`config.mk`:
```
export PLATFORM = sky130hd
export DESIGN_NAME = jtgc_back
export DESIGN_NICKNAME = d
export VERILOG_FILES = /design/src/hdl/jtgc_pkg.sv /design/src/hdl/jtgc_back.sv
export SDC_FILE = /design/constraint.sdc
export NUM_CORES = 1
export LEC_CHECK = 0
export BUFFER_PORTS_ARGS = -buffer_cell sky130_fd_sc_hd__buf_2
export CORE_MARGIN = 8
export CORE_UTILIZATION = 52
export CTS_CLUSTER_DIAMETER = 100
export DETAILED_ROUTE_END_ITERATION = 10
export PLACE_DENSITY = 0.74
export SLEW_MARGIN = 20
export SYNTH_ARGS = -nofsm -noshare
export SYNTH_HDL_FRONTEND = slang
export SYNTH_SLANG_ARGS = --single-unit
```
`constraint.sdc`:
```
create_clock -name aclk -period 7.2 [get_ports aclk]
set_input_delay 0.36 -clock aclk [delete_from_list [all_inputs] [get_ports aclk]]
set_output_delay 0.36 -clock aclk [all_outputs]
set_load 0.01 [all_outputs]
```
`src/hdl/jtgc_pkg.sv`:
```
`timescale 1ns / 1ps
// jtgc_pkg: shared types and codes for the json token grammar checker
// token and result payloads, token classes and the queue depth; no dependencies

package jtgc_pkg;

    // token kind codes on the input channel
    localparam logic [3:0] TK_NULL   = 4'd0;
    localparam logic [3:0] TK_TRUE   = 4'd1;
    localparam logic [3:0] TK_FALSE  = 4'd2;
    localparam logic [3:0] TK_NUMBER = 4'd3;
    localparam logic [3:0] TK_STRING = 4'd4;
    localparam logic [3:0] TK_LBRACE = 4'd5;
    localparam logic [3:0] TK_RBRACE = 4'd6;
    localparam logic [3:0] TK_LBRACK = 4'd7;
    localparam logic [3:0] TK_RBRACK = 4'd8;
    localparam logic [3:0] TK_COMMA  = 4'd9;
    localparam logic [3:0] TK_COLON  = 4'd10;
    localparam logic [3:0] TK_EOF    = 4'd11;

    // event codes on the result channel
    localparam logic [3:0] EV_NONE      = 4'd0;
    localparam logic [3:0] EV_NULL      = 4'd1;
    localparam logic [3:0] EV_BOOL      = 4'd2;
    localparam logic [3:0] EV_NUMBER    = 4'd3;
    localparam logic [3:0] EV_STRING    = 4'd4;
    localparam logic [3:0] EV_KEY       = 4'd5;
    localparam logic [3:0] EV_BEGIN_OBJ = 4'd6;
    localparam logic [3:0] EV_END_OBJ   = 4'd7;
    localparam logic [3:0] EV_BEGIN_ARR = 4'd8;
    localparam logic [3:0] EV_END_ARR   = 4'd9;

    // parse status codes
    localparam logic [1:0] ST_PROGRESS = 2'd0;
    localparam logic [1:0] ST_ACCEPTED = 2'd1;
    localparam logic [1:0] ST_ERROR    = 2'd2;
    localparam logic [1:0] ST_IGNORED  = 2'd3;

    // container kinds held on the stack
    localparam logic KIND_OBJ = 1'b1;
    localparam logic KIND_ARR = 1'b0;

    // entries in the queue between classifier and grammar engine
    localparam int FIFO_DEPTH = 2;

    typedef struct packed {
        logic [3:0]  token_kind;
        logic [31:0] text_offset;
        logic [31:0] text_length;
        logic        start_doc;
    } token_t;

    typedef struct packed {
        logic [3:0]  event_kind;
        logic        bool_value;
        logic [31:0] event_offset;
        logic [31:0] event_length;
        logic [1:0]  parse_status;
        logic [6:0]  open_depth;
    } result_t;

    typedef enum logic [3:0] {
        OP_SCALAR,
        OP_STRING,
        OP_OPEN_OBJ,
        OP_OPEN_ARR,
        OP_CLOSE_OBJ,
        OP_CLOSE_ARR,
        OP_COMMA,
        OP_COLON,
        OP_EOF,
        OP_BAD
    } tok_op_t;

    typedef struct packed {
        logic        start;
        tok_op_t     op;
        logic [3:0]  value_event;
        logic        bool_value;
        logic        has_text;
        logic [31:0] text_offset;
        logic [31:0] text_length;
    } tok_class_t;

endpackage

```
`src/hdl/jtgc_back.sv`:
```
`timescale 1ns / 1ps
// jtgc_back: grammar engine with phase, depth and container stack, plus result register
// depends on jtgc_pkg

module jtgc_back #(
    parameter int MAX_NESTING = 64
) (
    input  logic                 aclk,
    input  logic                 aresetn,
    input  logic                 head_valid,
    output logic                 head_pop,
    input  jtgc_pkg::tok_class_t head,
    output logic                 m_valid,
    input  logic                 m_ready,
    output jtgc_pkg::result_t    m_data
);

    localparam int DW = $clog2(MAX_NESTING + 2);

    typedef enum logic [2:0] {
        PH_TOP,
        PH_VALUE,
        PH_FIRST_ARR,
        PH_FIRST_KEY,
        PH_KEY,
        PH_COLON,
        PH_AFTER,
        PH_END
    } phase_t;

    phase_t            phase_reg, phase_next, eff_phase;
    logic [DW-1:0]     depth_reg, depth_next, eff_depth;
    logic              active_reg, active_next, eff_active;
    logic [MAX_NESTING:0] stk_reg, stk_next;
    logic              m_valid_reg, m_valid_next;
    jtgc_pkg::result_t m_data_reg, m_data_next;

    logic              out_free;
    logic              ok;
    logic              emit_text;
    logic              val_room;
    logic [3:0]        ev;
    logic              bv;
    logic [1:0]        status;

    assign out_free = !m_valid_reg || m_ready;
    assign head_pop = head_valid && out_free;
    assign m_valid  = m_valid_reg;
    assign m_data   = m_data_reg;

    assign eff_depth  = head.start ? '0 : depth_reg;
    assign eff_phase  = head.start ? PH_TOP : phase_reg;
    assign eff_active = head.start || active_reg;
    assign val_room   = (eff_depth <= DW'(MAX_NESTING));

    always_comb begin
        phase_next   = phase_reg;
        depth_next   = depth_reg;
        active_next  = active_reg;
        stk_next     = stk_reg;
        m_valid_next = m_ready ? 1'b0 : m_valid_reg;
        m_data_next  = m_data_reg;
        ok           = 1'b1;
        emit_text    = 1'b0;
        ev           = jtgc_pkg::EV_NONE;
        bv           = 1'b0;
        status       = jtgc_pkg::ST_PROGRESS;

        if (head_pop) begin
            m_valid_next = 1'b1;
            phase_next   = eff_phase;
            depth_next   = eff_depth;
            active_next  = eff_active;
            if (eff_active) begin
                unique case (eff_phase)
                    PH_TOP, PH_VALUE, PH_FIRST_ARR: begin
                        priority if (eff_phase == PH_FIRST_ARR &&
                                     head.op == jtgc_pkg::OP_CLOSE_ARR) begin
                            // empty array closes straight away
                            if (eff_depth != '0 && stk_reg[0] == jtgc_pkg::KIND_ARR) begin
                                depth_next = eff_depth - DW'(1);
                                stk_next   = {1'b0, stk_reg[MAX_NESTING:1]};
                                ev         = jtgc_pkg::EV_END_ARR;
                                phase_next = (eff_depth != DW'(1)) ? PH_AFTER : PH_END;
                            end else begin
                                ok = 1'b0;
                            end
                        end else if (!val_room) begin
                            ok = 1'b0;
                        end else if (head.op == jtgc_pkg::OP_SCALAR ||
                                     head.op == jtgc_pkg::OP_STRING) begin
                            ev         = head.value_event;
                            bv         = head.bool_value;
                            emit_text  = head.has_text;
                            phase_next = (eff_depth != '0) ? PH_AFTER : PH_END;
                        end else if (head.op == jtgc_pkg::OP_OPEN_OBJ) begin
                            ev         = head.value_event;
                            stk_next   = {stk_reg[MAX_NESTING-1:0], jtgc_pkg::KIND_OBJ};
                            depth_next = eff_depth + DW'(1);
                            phase_next = PH_FIRST_KEY;
                        end else if (head.op == jtgc_pkg::OP_OPEN_ARR) begin
                            ev         = head.value_event;
                            stk_next   = {stk_reg[MAX_NESTING-1:0], jtgc_pkg::KIND_ARR};
                            depth_next = eff_depth + DW'(1);
                            phase_next = PH_FIRST_ARR;
                        end else begin
                            ok = 1'b0;
                        end
                    end
                    PH_FIRST_KEY, PH_KEY: begin
                        priority if (eff_phase == PH_FIRST_KEY &&
                                     head.op == jtgc_pkg::OP_CLOSE_OBJ) begin
                            // empty object
                            if (eff_depth != '0 && stk_reg[0] == jtgc_pkg::KIND_OBJ) begin
                                depth_next = eff_depth - DW'(1);
                                stk_next   = {1'b0, stk_reg[MAX_NESTING:1]};
                                ev         = jtgc_pkg::EV_END_OBJ;
                                phase_next = (eff_depth != DW'(1)) ? PH_AFTER : PH_END;
                            end else begin
                                ok = 1'b0;
                            end
                        end else if (head.op == jtgc_pkg::OP_STRING) begin
                            ev         = jtgc_pkg::EV_KEY;
                            emit_text  = 1'b1;
                            phase_next = PH_COLON;
                        end else begin
                            ok = 1'b0;
                        end
                    end
                    PH_COLON: begin
                        if (head.op == jtgc_pkg::OP_COLON) begin
                            phase_next = PH_VALUE;
                        end else begin
                            ok = 1'b0;
                        end
                    end
                    PH_AFTER: begin
                        priority if (head.op == jtgc_pkg::OP_COMMA) begin
                            if (eff_depth == '0) begin
                                ok = 1'b0;
                            end else begin
                                phase_next = (stk_reg[0] == jtgc_pkg::KIND_OBJ) ? PH_KEY
                                                                                : PH_VALUE;
                            end
                        end else if (head.op == jtgc_pkg::OP_CLOSE_OBJ ||
                                     head.op == jtgc_pkg::OP_CLOSE_ARR) begin
                            if (eff_depth != '0 &&
                                stk_reg[0] == (head.op == jtgc_pkg::OP_CLOSE_OBJ)) begin
                                depth_next = eff_depth - DW'(1);
                                stk_next   = {1'b0, stk_reg[MAX_NESTING:1]};
                                ev         = (head.op == jtgc_pkg::OP_CLOSE_OBJ)
                                             ? jtgc_pkg::EV_END_OBJ : jtgc_pkg::EV_END_ARR;
                                phase_next = (eff_depth != DW'(1)) ? PH_AFTER : PH_END;
                            end else begin
                                ok = 1'b0;
                            end
                        end else begin
                            ok = 1'b0;
                        end
                    end
                    PH_END: begin
                        if (head.op == jtgc_pkg::OP_EOF) begin
                            status      = jtgc_pkg::ST_ACCEPTED;
                            active_next = 1'b0;
                            depth_next  = '0;
                            phase_next  = PH_TOP;
                        end else begin
                            ok = 1'b0;
                        end
                    end
                    default: ok = 1'b0;
                endcase

                if (!ok) begin
                    ev          = jtgc_pkg::EV_NONE;
                    bv          = 1'b0;
                    emit_text   = 1'b0;
                    status      = jtgc_pkg::ST_ERROR;
                    active_next = 1'b0;
                    depth_next  = '0;
                    phase_next  = PH_TOP;
                end
                m_data_next.event_kind   = ev;
                m_data_next.bool_value   = bv;
                m_data_next.event_offset = emit_text ? head.text_offset : '0;
                m_data_next.event_length = emit_text ? head.text_length : '0;
                m_data_next.parse_status = status;
                m_data_next.open_depth   = 7'(depth_next);
            end else begin
                m_data_next.event_kind   = jtgc_pkg::EV_NONE;
                m_data_next.bool_value   = 1'b0;
                m_data_next.event_offset = '0;
                m_data_next.event_length = '0;
                m_data_next.parse_status = jtgc_pkg::ST_IGNORED;
                m_data_next.open_depth   = '0;
            end
        end
    end

    always_ff @(posedge aclk) begin
        if (!aresetn) begin
            phase_reg   <= PH_TOP;
            depth_reg   <= '0;
            active_reg  <= 1'b0;
            m_valid_reg <= 1'b0;
        end else begin
            phase_reg   <= phase_next;
            depth_reg   <= depth_next;
            active_reg  <= active_next;
            m_valid_reg <= m_valid_next;
        end
        stk_reg    <= stk_next;
        m_data_reg <= m_data_next;
    end

    a_depth_bound: assert property (@(posedge aclk) disable iff (!aresetn)
        depth_reg <= DW'(MAX_NESTING + 1))
        else $error("nesting depth beyond stack size");

    a_idle_clean: assert property (@(posedge aclk) disable iff (!aresetn)
        !active_reg |-> (depth_reg == '0 && phase_reg == PH_TOP))
        else $error("inactive document left state behind");

    a_end_at_top: assert property (@(posedge aclk) disable iff (!aresetn)
        (phase_reg == PH_END) |-> (depth_reg == '0))
        else $error("top value finished with containers open");

    a_error_result: assert property (@(posedge aclk) disable iff (!aresetn)
        (head_pop && eff_active && !ok) |=>
            (m_valid && m_data.parse_status == jtgc_pkg::ST_ERROR &&
             m_data.event_kind == jtgc_pkg::EV_NONE && !active_reg))
        else $error("error token did not give an error result");

endmodule

```
== After elaboration in Yosys (flattened, before gate mapping) ==
Index checks and enable logic that the tools add are counted.
Storage, ports and cells
  register bits: 155
  bits in latches: 0
  memory bits (writable): 0
  memory bits (read-only): 0
  output and inout port bits: 80
  memories: 0
Cells by class
  add/sub/neg operators: 2
  multiply operators: 0
  div/mod/pow operators: 0
  magnitude comparators: 1
  equal/unequal tests: 26
  shift-type cells: 0
  mux-type cells: 99
  bitwise gates (word level): 6
  reductions and logical operators: 23
Operators by type and width (number)
  $mux 65: 11
  $pmux 65 s3: 1
  $mux 7: 15
  $mux 3: 21
  $mux 4: 11
  $mux 1: 35
  $pmux 7 s4: 1
  $eq 4x3->1 const B: 4
  $pmux 3 s5: 1
  $eq 3x3->1 const B: 4
  $pmux 4 s3: 1
  $reduce_and 12->1: 1
  $ne 2x2->1 const B: 5
  $ne 3x3->1 const B: 3
  $eq 4x2->1 const B: 2
  $add 7x1->7 const B: 1
  $le 7x7->1 const B: 1
  $logic_not 7->1: 1
  $ne 7x1->1 const B: 1
  $reduce_bool 7->1: 1
  $sub 7x1->7 const B: 1
  $eq 3x2->1 const B: 2
  $logic_and 1x1->1: 6
  $not 1->1: 6
  other kinds (17): 21

== Depth between registers and ports, before layout ==
Gate-level depths: netlist of run 1.
  word-level depth: 13
  depth in mapped cells: 10

== Least setup slack after synthesis of run 1 ==
OpenSTA, ideal clock, no wires.
  path type: flip-flop to flip-flop
  start: register depth_reg[0]
  end: register stk_reg[0] (enable)
  setup time: 0.430 ns
  arrival: 2.978 ns
  data required time: 6.770 ns
  path slack: 3.791 ns
  stages on the path, launching flop included: 6
  path through: dfxtp_1 > or4_4 > o31ai_4 > buf_4 > a221o_1 > and3_1
On the way
  word-level cells in the longest chain between the ends: 5
  elaborated cells between the ends (all ways): 11
  classes of those cells: order compare (1); eq/ne (4); mux (1); reduce/logical (5)
RTL lines
  start, declared: RTL line jtgc_back.sv:32  | logic [DW-1:0] depth_reg, depth_next, eff_depth;
  start signal, assigned: RTL line jtgc_back.sv:208  | depth_reg <= depth_next;
  $mux 7 (*): RTL line jtgc_back.sv:51  | assign eff_depth = head.start ? '0 : depth_reg;
  branches (longest 3 deep; another with $le 7x7->1)
  $reduce_and 12->1 (no source line) (*)
  end signal, assigned: RTL line jtgc_back.sv:212  | stk_reg <= stk_next;
  end, declared: RTL line jtgc_back.sv:34  | logic [MAX_NESTING:0] stk_reg, stk_next;
Every way passes the cells marked *.
A chain may end at the register's enable or synchronous reset.

== Worst setup path after layout of run 1 ==
  start: register phase_reg[2]
  end: register m_data_reg, in the netlist m_data[51], data pin
On the way
  word-level cells in the longest chain between the ends: 11
  elaborated cells between the ends (all ways): 25
  classes of those cells: eq/ne (7); mux (12); reduce/logical (6)
RTL lines
  start, declared: RTL line jtgc_back.sv:31  | phase_t phase_reg, phase_next, eff_phase;
  start signal, assigned: RTL line jtgc_back.sv:207  | phase_reg <= phase_next;
  $mux 3 (*): RTL line jtgc_back.sv:52  | assign eff_phase = head.start ? PH_TOP : phase_reg;
  $eq 3x2->1, on equally long branches: RTL line jtgc_back.sv:75, jtgc_back.sv:111, jtgc_back.sv:77
  $logic_and 1x1->1, on equally long branches: RTL line jtgc_back.sv:111, jtgc_back.sv:77
  $mux 1, on equally long branches: RTL line jtgc_back.sv:111, jtgc_back.sv:77
  $pmux 1 s5: RTL line jtgc_back.sv:75  | unique case (eff_phase)
  $mux 1: RTL line jtgc_back.sv:74  | if (eff_active) begin
  $mux 1: RTL line jtgc_back.sv:69  | if (head_pop) begin
  $mux 1 (*): RTL line jtgc_back.sv:174  | if (!ok) begin
  $mux 1 (*): RTL line jtgc_back.sv:74
  $mux 1 (*): RTL line jtgc_back.sv:69
  $reduce_and 2->1 (no source line) (*)
  end signal, assigned: RTL line jtgc_back.sv:213  | m_data_reg <= m_data_next;
  end, declared: RTL line jtgc_back.sv:36  | jtgc_pkg::result_t m_data_reg, m_data_next;
Mark *: on every way between the ends. The rest lies on a longest branch, timed or not. The select of a mux whose other input is x is not followed.

==> flow_summary.ini, run 1 <==
[drt]
drc = 0
routed_wl_um = 17900
antenna_violating_nets_post_route = 0
vias = 5206
dr.pass1.iters = 5
via_per_inst = 5.86
routed_wire_length_per_instance_um = 20.1
first_iter_violations = 500

[logic_synthesis]
synth.distinct_cells = 65
synth.net_count = 632
postSynthCellCount = 551
synth_enable_flop_cells = 143
synth_sequential_area_ratio_pct = 61.8
synthesis.area_um2 = 7340
netlist_top_cells_area = edfxtp_1 59%, mux2_2 9.8%, and2_1 5.8%, dfxtp_1 3.3%, nand2_1 1.2%
post-synth-top-area-fraction_pct = 58.5
number_of_register_bits_inferred_by_synthesis = 155
ys_dominant_reg_cell = edfxtp_1
synthTopCellsByCount = 143 x edfxtp_1, 68 x and2_1, 64 x mux2_2
post-synth-top-count-cell = edfxtp_1
synth.avg_cell_area_um2 = 13.3
ys_async_sr_fraction_pct = 0
yosysWarnings = 0
yosysTopAreaCell = edfxtp_1

[global_route]
grt.total_usage_pct = 19.3
globalRoute.totalOverflow = 0
antenna_found_initial = 1
grt_pass1_vias = 4919
grt_max_degree = 80
global_route_wire_length_before_repair_um = 27400

[worst_setup_path]
critical_path.endpoint_type = flip-flop
timing.critical_path.cells = or3b_1 > a211o_1 > a21boi_1 > a31o_1 > nor2b_2 > buf_4 > and2_1
crit_arrival_ns = 3.31
critical_path.slowest_cell = dfxtp_1
crit_path_start_kind = flip-flop
critPathTopFamily = compound AO/OA/AOI/OAI gates
critical-path-max-stage-delay_ns = 0.71
worst-setup-path-type = flip-flop to flip-flop
timing.critical_path.buf_inv = 1
path_max_fanout = 64
critical_path_required_time_ns = 7.48

[sta]
achievable-frequency_mhz = 330
grt_setup_unrepaired = no
finalCritPeriodShare_pct = 42.1
clock_skew_ns = 0.00828
finalMaxSlewViolations = 0
hold-worst-slack_ns = 0.214
tns_ns = 0
final_hold_viol_count = 0
final_critical_path_required_period_ns = 3.03
number_of_setup_violations_in_the_final_report = 0
tightest_slew_ns = 0.967
timing.max_slew.rel_slack_pct = 35.5

[final_layout]
largest_register_ffs = 78
final_util_pct = 63.4
fin_nets = 780
area_growth_pct = 19.4
drive_gt1_share_pct = 37.3
number_of_standard_cells_in_the_final_layout_excluding_fillers = 888
num_antenna_cells = 0

[die]
floorplan.initialDensity_pct = 53.1
die_area_um2 = 18200
die_h_um = 135
floorplan.core_area_um2 = 13800
io_pins = 159
placementRows = 43
die_x_um = 135

[pwr]
power_density_over_the_cells_nw_per_um2 = 227
leakage_nw = 3.37
max-vdd-ir-drop_mv = 0.143

[status]
run_status = finished clean

[place]
port-buffer-count = 158
place_congestion = 0.934
place_hpwl_um = 12900
number_of_placed_instances_taps_included = 860

[hold_path]
hold_path_class = primary input to flip-flop

[flow_run]
cap_violations = 0

[cts]
cts.clk_slew.worst_paths_ns = 0.06
clk-insertion-delay-late_ns = 0.42
cts_sink_count = 155
tritoncts = done
cts_buffer_depth = 2
maximum_level_of_the_cts_h_tree = 4
cts_root_buf = clkbuf_16
cts.repair.resized = 0
post_cts_repair_setup_buffers = 0
ctsHoldBuffers = 0
number_of_buffers_created_by_cts = 17
==> cells by family (layout without fill, tap and decap cells) <==
family / after synthesis / after routing / synth area share (%)
muxes: 67 / 67 / 10.2
DFF: 155 / 155 / 61.8
xor gates and xnor gates: 4 / 4 / 0.477
adders and majority gates: 2 / 2 / 0.341
buffers and inverters: 42 / 199 / 3.05
and+or+nand+nor: 196 / 196 / 15.6
AOI/OAI and AO/OA: 85 / 85 / 8.47
==> worst paths after layout <==
path	start	end	slack, ns	depth (start not counted)
max	phase_reg[2]	m_data[51]	4.17	7
min	head_valid	m_valid	0.21	3
max reg2reg	phase_reg[2]	m_data[51]	4.17	7
min reg2reg	active_reg	active_reg	0.52	2
==> area by class of cell <==
cell class	instances	area, µm²
clock inverter	8	124
tap	180	225
multi-input combinational	354	2590
fill	1055	5060
sequential	155	4530
inverter	8	30.0
clock buffer	20	437
timing repair buffer	163	828
==> tightest hold or removal path: stages <==
cell,delay (ns)
buf_2,0.12
inv_1,0.05
a21oi_1,0.05
==> layout by cell type, fill, tap and decap left out, types with 5 or more instances in the layout <==
cell,netlist,final
inv_1,8,7
mux2_2,64,64
edfxtp_1,143,143
clkbuf_16,0,17
nand2_1,24,24
dfxtp_1,12,12
a211oi_1,7,7
nor3_1,7,6
nand3_1,17,17
and2_1,68,68
o31ai_1,5,5
nand4_1,5,5
buf_2,8,158
nor2b_1,12,12
nor2_1,21,21
o21ai_0,13,13
and3_1,7,6
buf_4,1,5
a32o_1,5,5
nand2b_1,7,7
a21oi_1,16,16
==> report_power, final <==
part,switching [mW],internal [mW]
clock,0.327,0.536
sequential,0.00961,1.01
combinational,0.0656,0.0431
total,0.403,1.59
==> metrics by stage <==
stage	cell area [µm²]	power, mW	setup WS (ns)
5_1_grt	8760	2.05	3.99
3_3_place_gp	8200	1.14	4.30
6_report	8760	1.99	4.17
2_1_floorplan	7340	1.08	3.79
4_1_cts	8760	2.00	4.22
3_5_place_dp	8200	1.14	4.24
==> routing by layer <==
layer,part of all wire [%],vias to the layer above,GRT usage (%)
li1,-,2383,-
met1,42,2550,25.4
met2,46,251,29.2
met3,10,20,6.69
met4,1.4,2,6.30
met5,0.056,-,0
Power figures use the tool's default switching activity.
==> inputs of run 2 (changes only) <==
clock period = 3.1 ns   (was 7.2 ns; I/O delays follow)
==> flow_summary.ini, run 2 (synthesis results as in run 1) <==
[status]
run_status = finished clean

[worst_setup_path]
path_max_fanout = 64
critical_path.endpoint_type = flip-flop
critical_path_required_time_ns = 3.38
crit_arrival_ns = 3.03
crit_path_start_kind = flip-flop
worst-setup-path-type = flip-flop to flip-flop
r2r_slack_ns = 0.35

[sta]
achievable-frequency_mhz = 363
finalMaxSlewViolations = 0
tightest_slew_ns = 0.768
finalCritPeriodShare_pct = 88.9
post-route-worst-setup-slack_ns = 0.345
tns_ns = 0
final_hold_viol_count = 0
clock_skew_ns = 0.0220
final_critical_path_required_period_ns = 2.75
grt_setup_unrepaired = no
timing.max_slew.rel_slack_pct = 48.8
number_of_setup_violations_in_the_final_report = 0
hold-worst-slack_ns = 0.0155

[place]
port-buffer-count = 158
postPlaceCellArea_um2 = 8350
place_hpwl_um = 13500
number_of_placed_instances_taps_included = 875
pre_cts_ws_ns = 0.422
place_congestion = 0.946

[global_route]
grt_max_degree = 66
antenna_found_initial = 0
grt.total_usage_pct = 20.9
grt_pass1_vias = 5212
global_route_wire_length_before_repair_um = 29500
globalRoute.totalOverflow = 0

[die]
placementRows = 43
io_pins = 159
floorplan.core_area_um2 = 13800
floorplan.initialDensity_pct = 53.1
die_h_um = 135
die_x_um = 135
die_area_um2 = 18200

[hold_path]
hold_path_class = primary input to flip-flop

[final_layout]
number_of_standard_cells_in_the_final_layout_excluding_fillers = 922
num_antenna_cells = 0
final_common_cell = buf_2
drive_gt1_share_pct = 38.0
final_cell_area_um2 = 9050
largest_register_ffs = 78
area_growth_pct = 23.4
final_util_pct = 65.5
fin_nets = 810
layout_common_cells = 158 x buf_2, 143 x edfxtp_1, 68 x and2_1, 64 x mux2_2, 24 x nand2_1

[pwr]
overall_power_mw = 4.57
power_switching_share_pct = 22.2
power_density_over_the_cells_nw_per_um2 = 505
p_clk_share_pct = 42.3
internal_dissipation_mw = 3.56
leakage_nw = 3.50
p_comb_share_pct = 6.1
pwr-share-seq_pct = 51.6
power.switching_mw = 1.02
max-vdd-ir-drop_mv = 0.295

[flow_run]
cap_violations = 0

[drt]
dr.pass1.iters = 5
antenna_violating_nets_post_route = 0
routed_wl_um = 19000
drc = 0
first_iter_violations = 386
routed_wire_length_per_instance_um = 20.6
via_per_inst = 5.77
vias = 5316

[cts]
post_cts_repair_setup_buffers = 0
cts_root_buf = clkbuf_16
maximum_level_of_the_cts_h_tree = 4
number_of_buffers_created_by_cts = 17
ctsHoldBuffers = 15
cts.clk_slew.worst_paths_ns = 0.06
cts_buffer_depth = 2
cts.repair.resized = 0
tritoncts = done
cts_sink_count = 155
clk-insertion-delay-late_ns = 0.43
-- run 2: cell types whose count changed in the layout (fill, tap and decap cells not counted), sizes merged --
cell	before	now
buf	163	178
clkbuf	20	17
bufinv	3	1
dlygate4sd3	0	15
inv	8	11
clkinv	3	6
clkinvlp	2	5
-- run 2: worst paths after layout --
| path | from | to | cells past startpoint |
|---|---|---|---|
| setup / recovery | phase_reg[2] | m_data[42] | 7 |
| hold / removal | head[49] | m_data[58] | 2 |
| setup reg to reg | phase_reg[2] | m_data[42] | 7 |
| hold reg to reg | active_reg | active_reg | 2 |
-- run 2: cell type report --
class | count | area (µm²)
Sequential cell | 155 | 4530
Clock buffer | 17 | 425
Timing Repair Buffer | 193 | 1130
Fill cell | 1008 | 4770
Tap cell | 180 | 225
Clock inverter | 15 | 124
Multi-Input combinational cell | 354 | 2590
Inverter | 8 | 30.0
-- run 2: power by group through the flow --
| stage | sequential (mW) | clock [mW] | combinational (mW) |
|---|---|---|---|
| final | 2.36 | 1.93 | 0.281 |
| after global routing | 2.36 | 2.03 | 0.304 |
| after CTS | 2.36 | 1.97 | 0.282 |
| after detailed placement | 2.40 | 0 | 0.264 |
| after global placement | 2.40 | 0 | 0.261 |
| after floorplan | 2.43 | 0 | 0.0890 |
-- run 2: critical path, cell delays in order (launching register included) --
cell	delay, ns
dfxtp_1	0.66
or3b_1	0.52
a211o_1	0.39
a21boi_1	0.20
a31o_1	0.27
nor2b_2	0.16
buf_12	0.22
and2_1	0.18
-- run 2: metal layers --
| layer | wire length (µm) | vias to the layer above | track usage (%) | share of wire, % |
|---|---|---|---|---|
| li1 | - | 2452 | - | - |
| met1 | 8130 | 2591 | 27.8 | 43 |
| met2 | 8850 | 252 | 33.0 | 47 |
| met3 | 1760 | 21 | 5.16 | 9.2 |
| met4 | 248 | 0 | 6.30 | 1.3 |
| met5 | 0 | - | 0 | 0 |
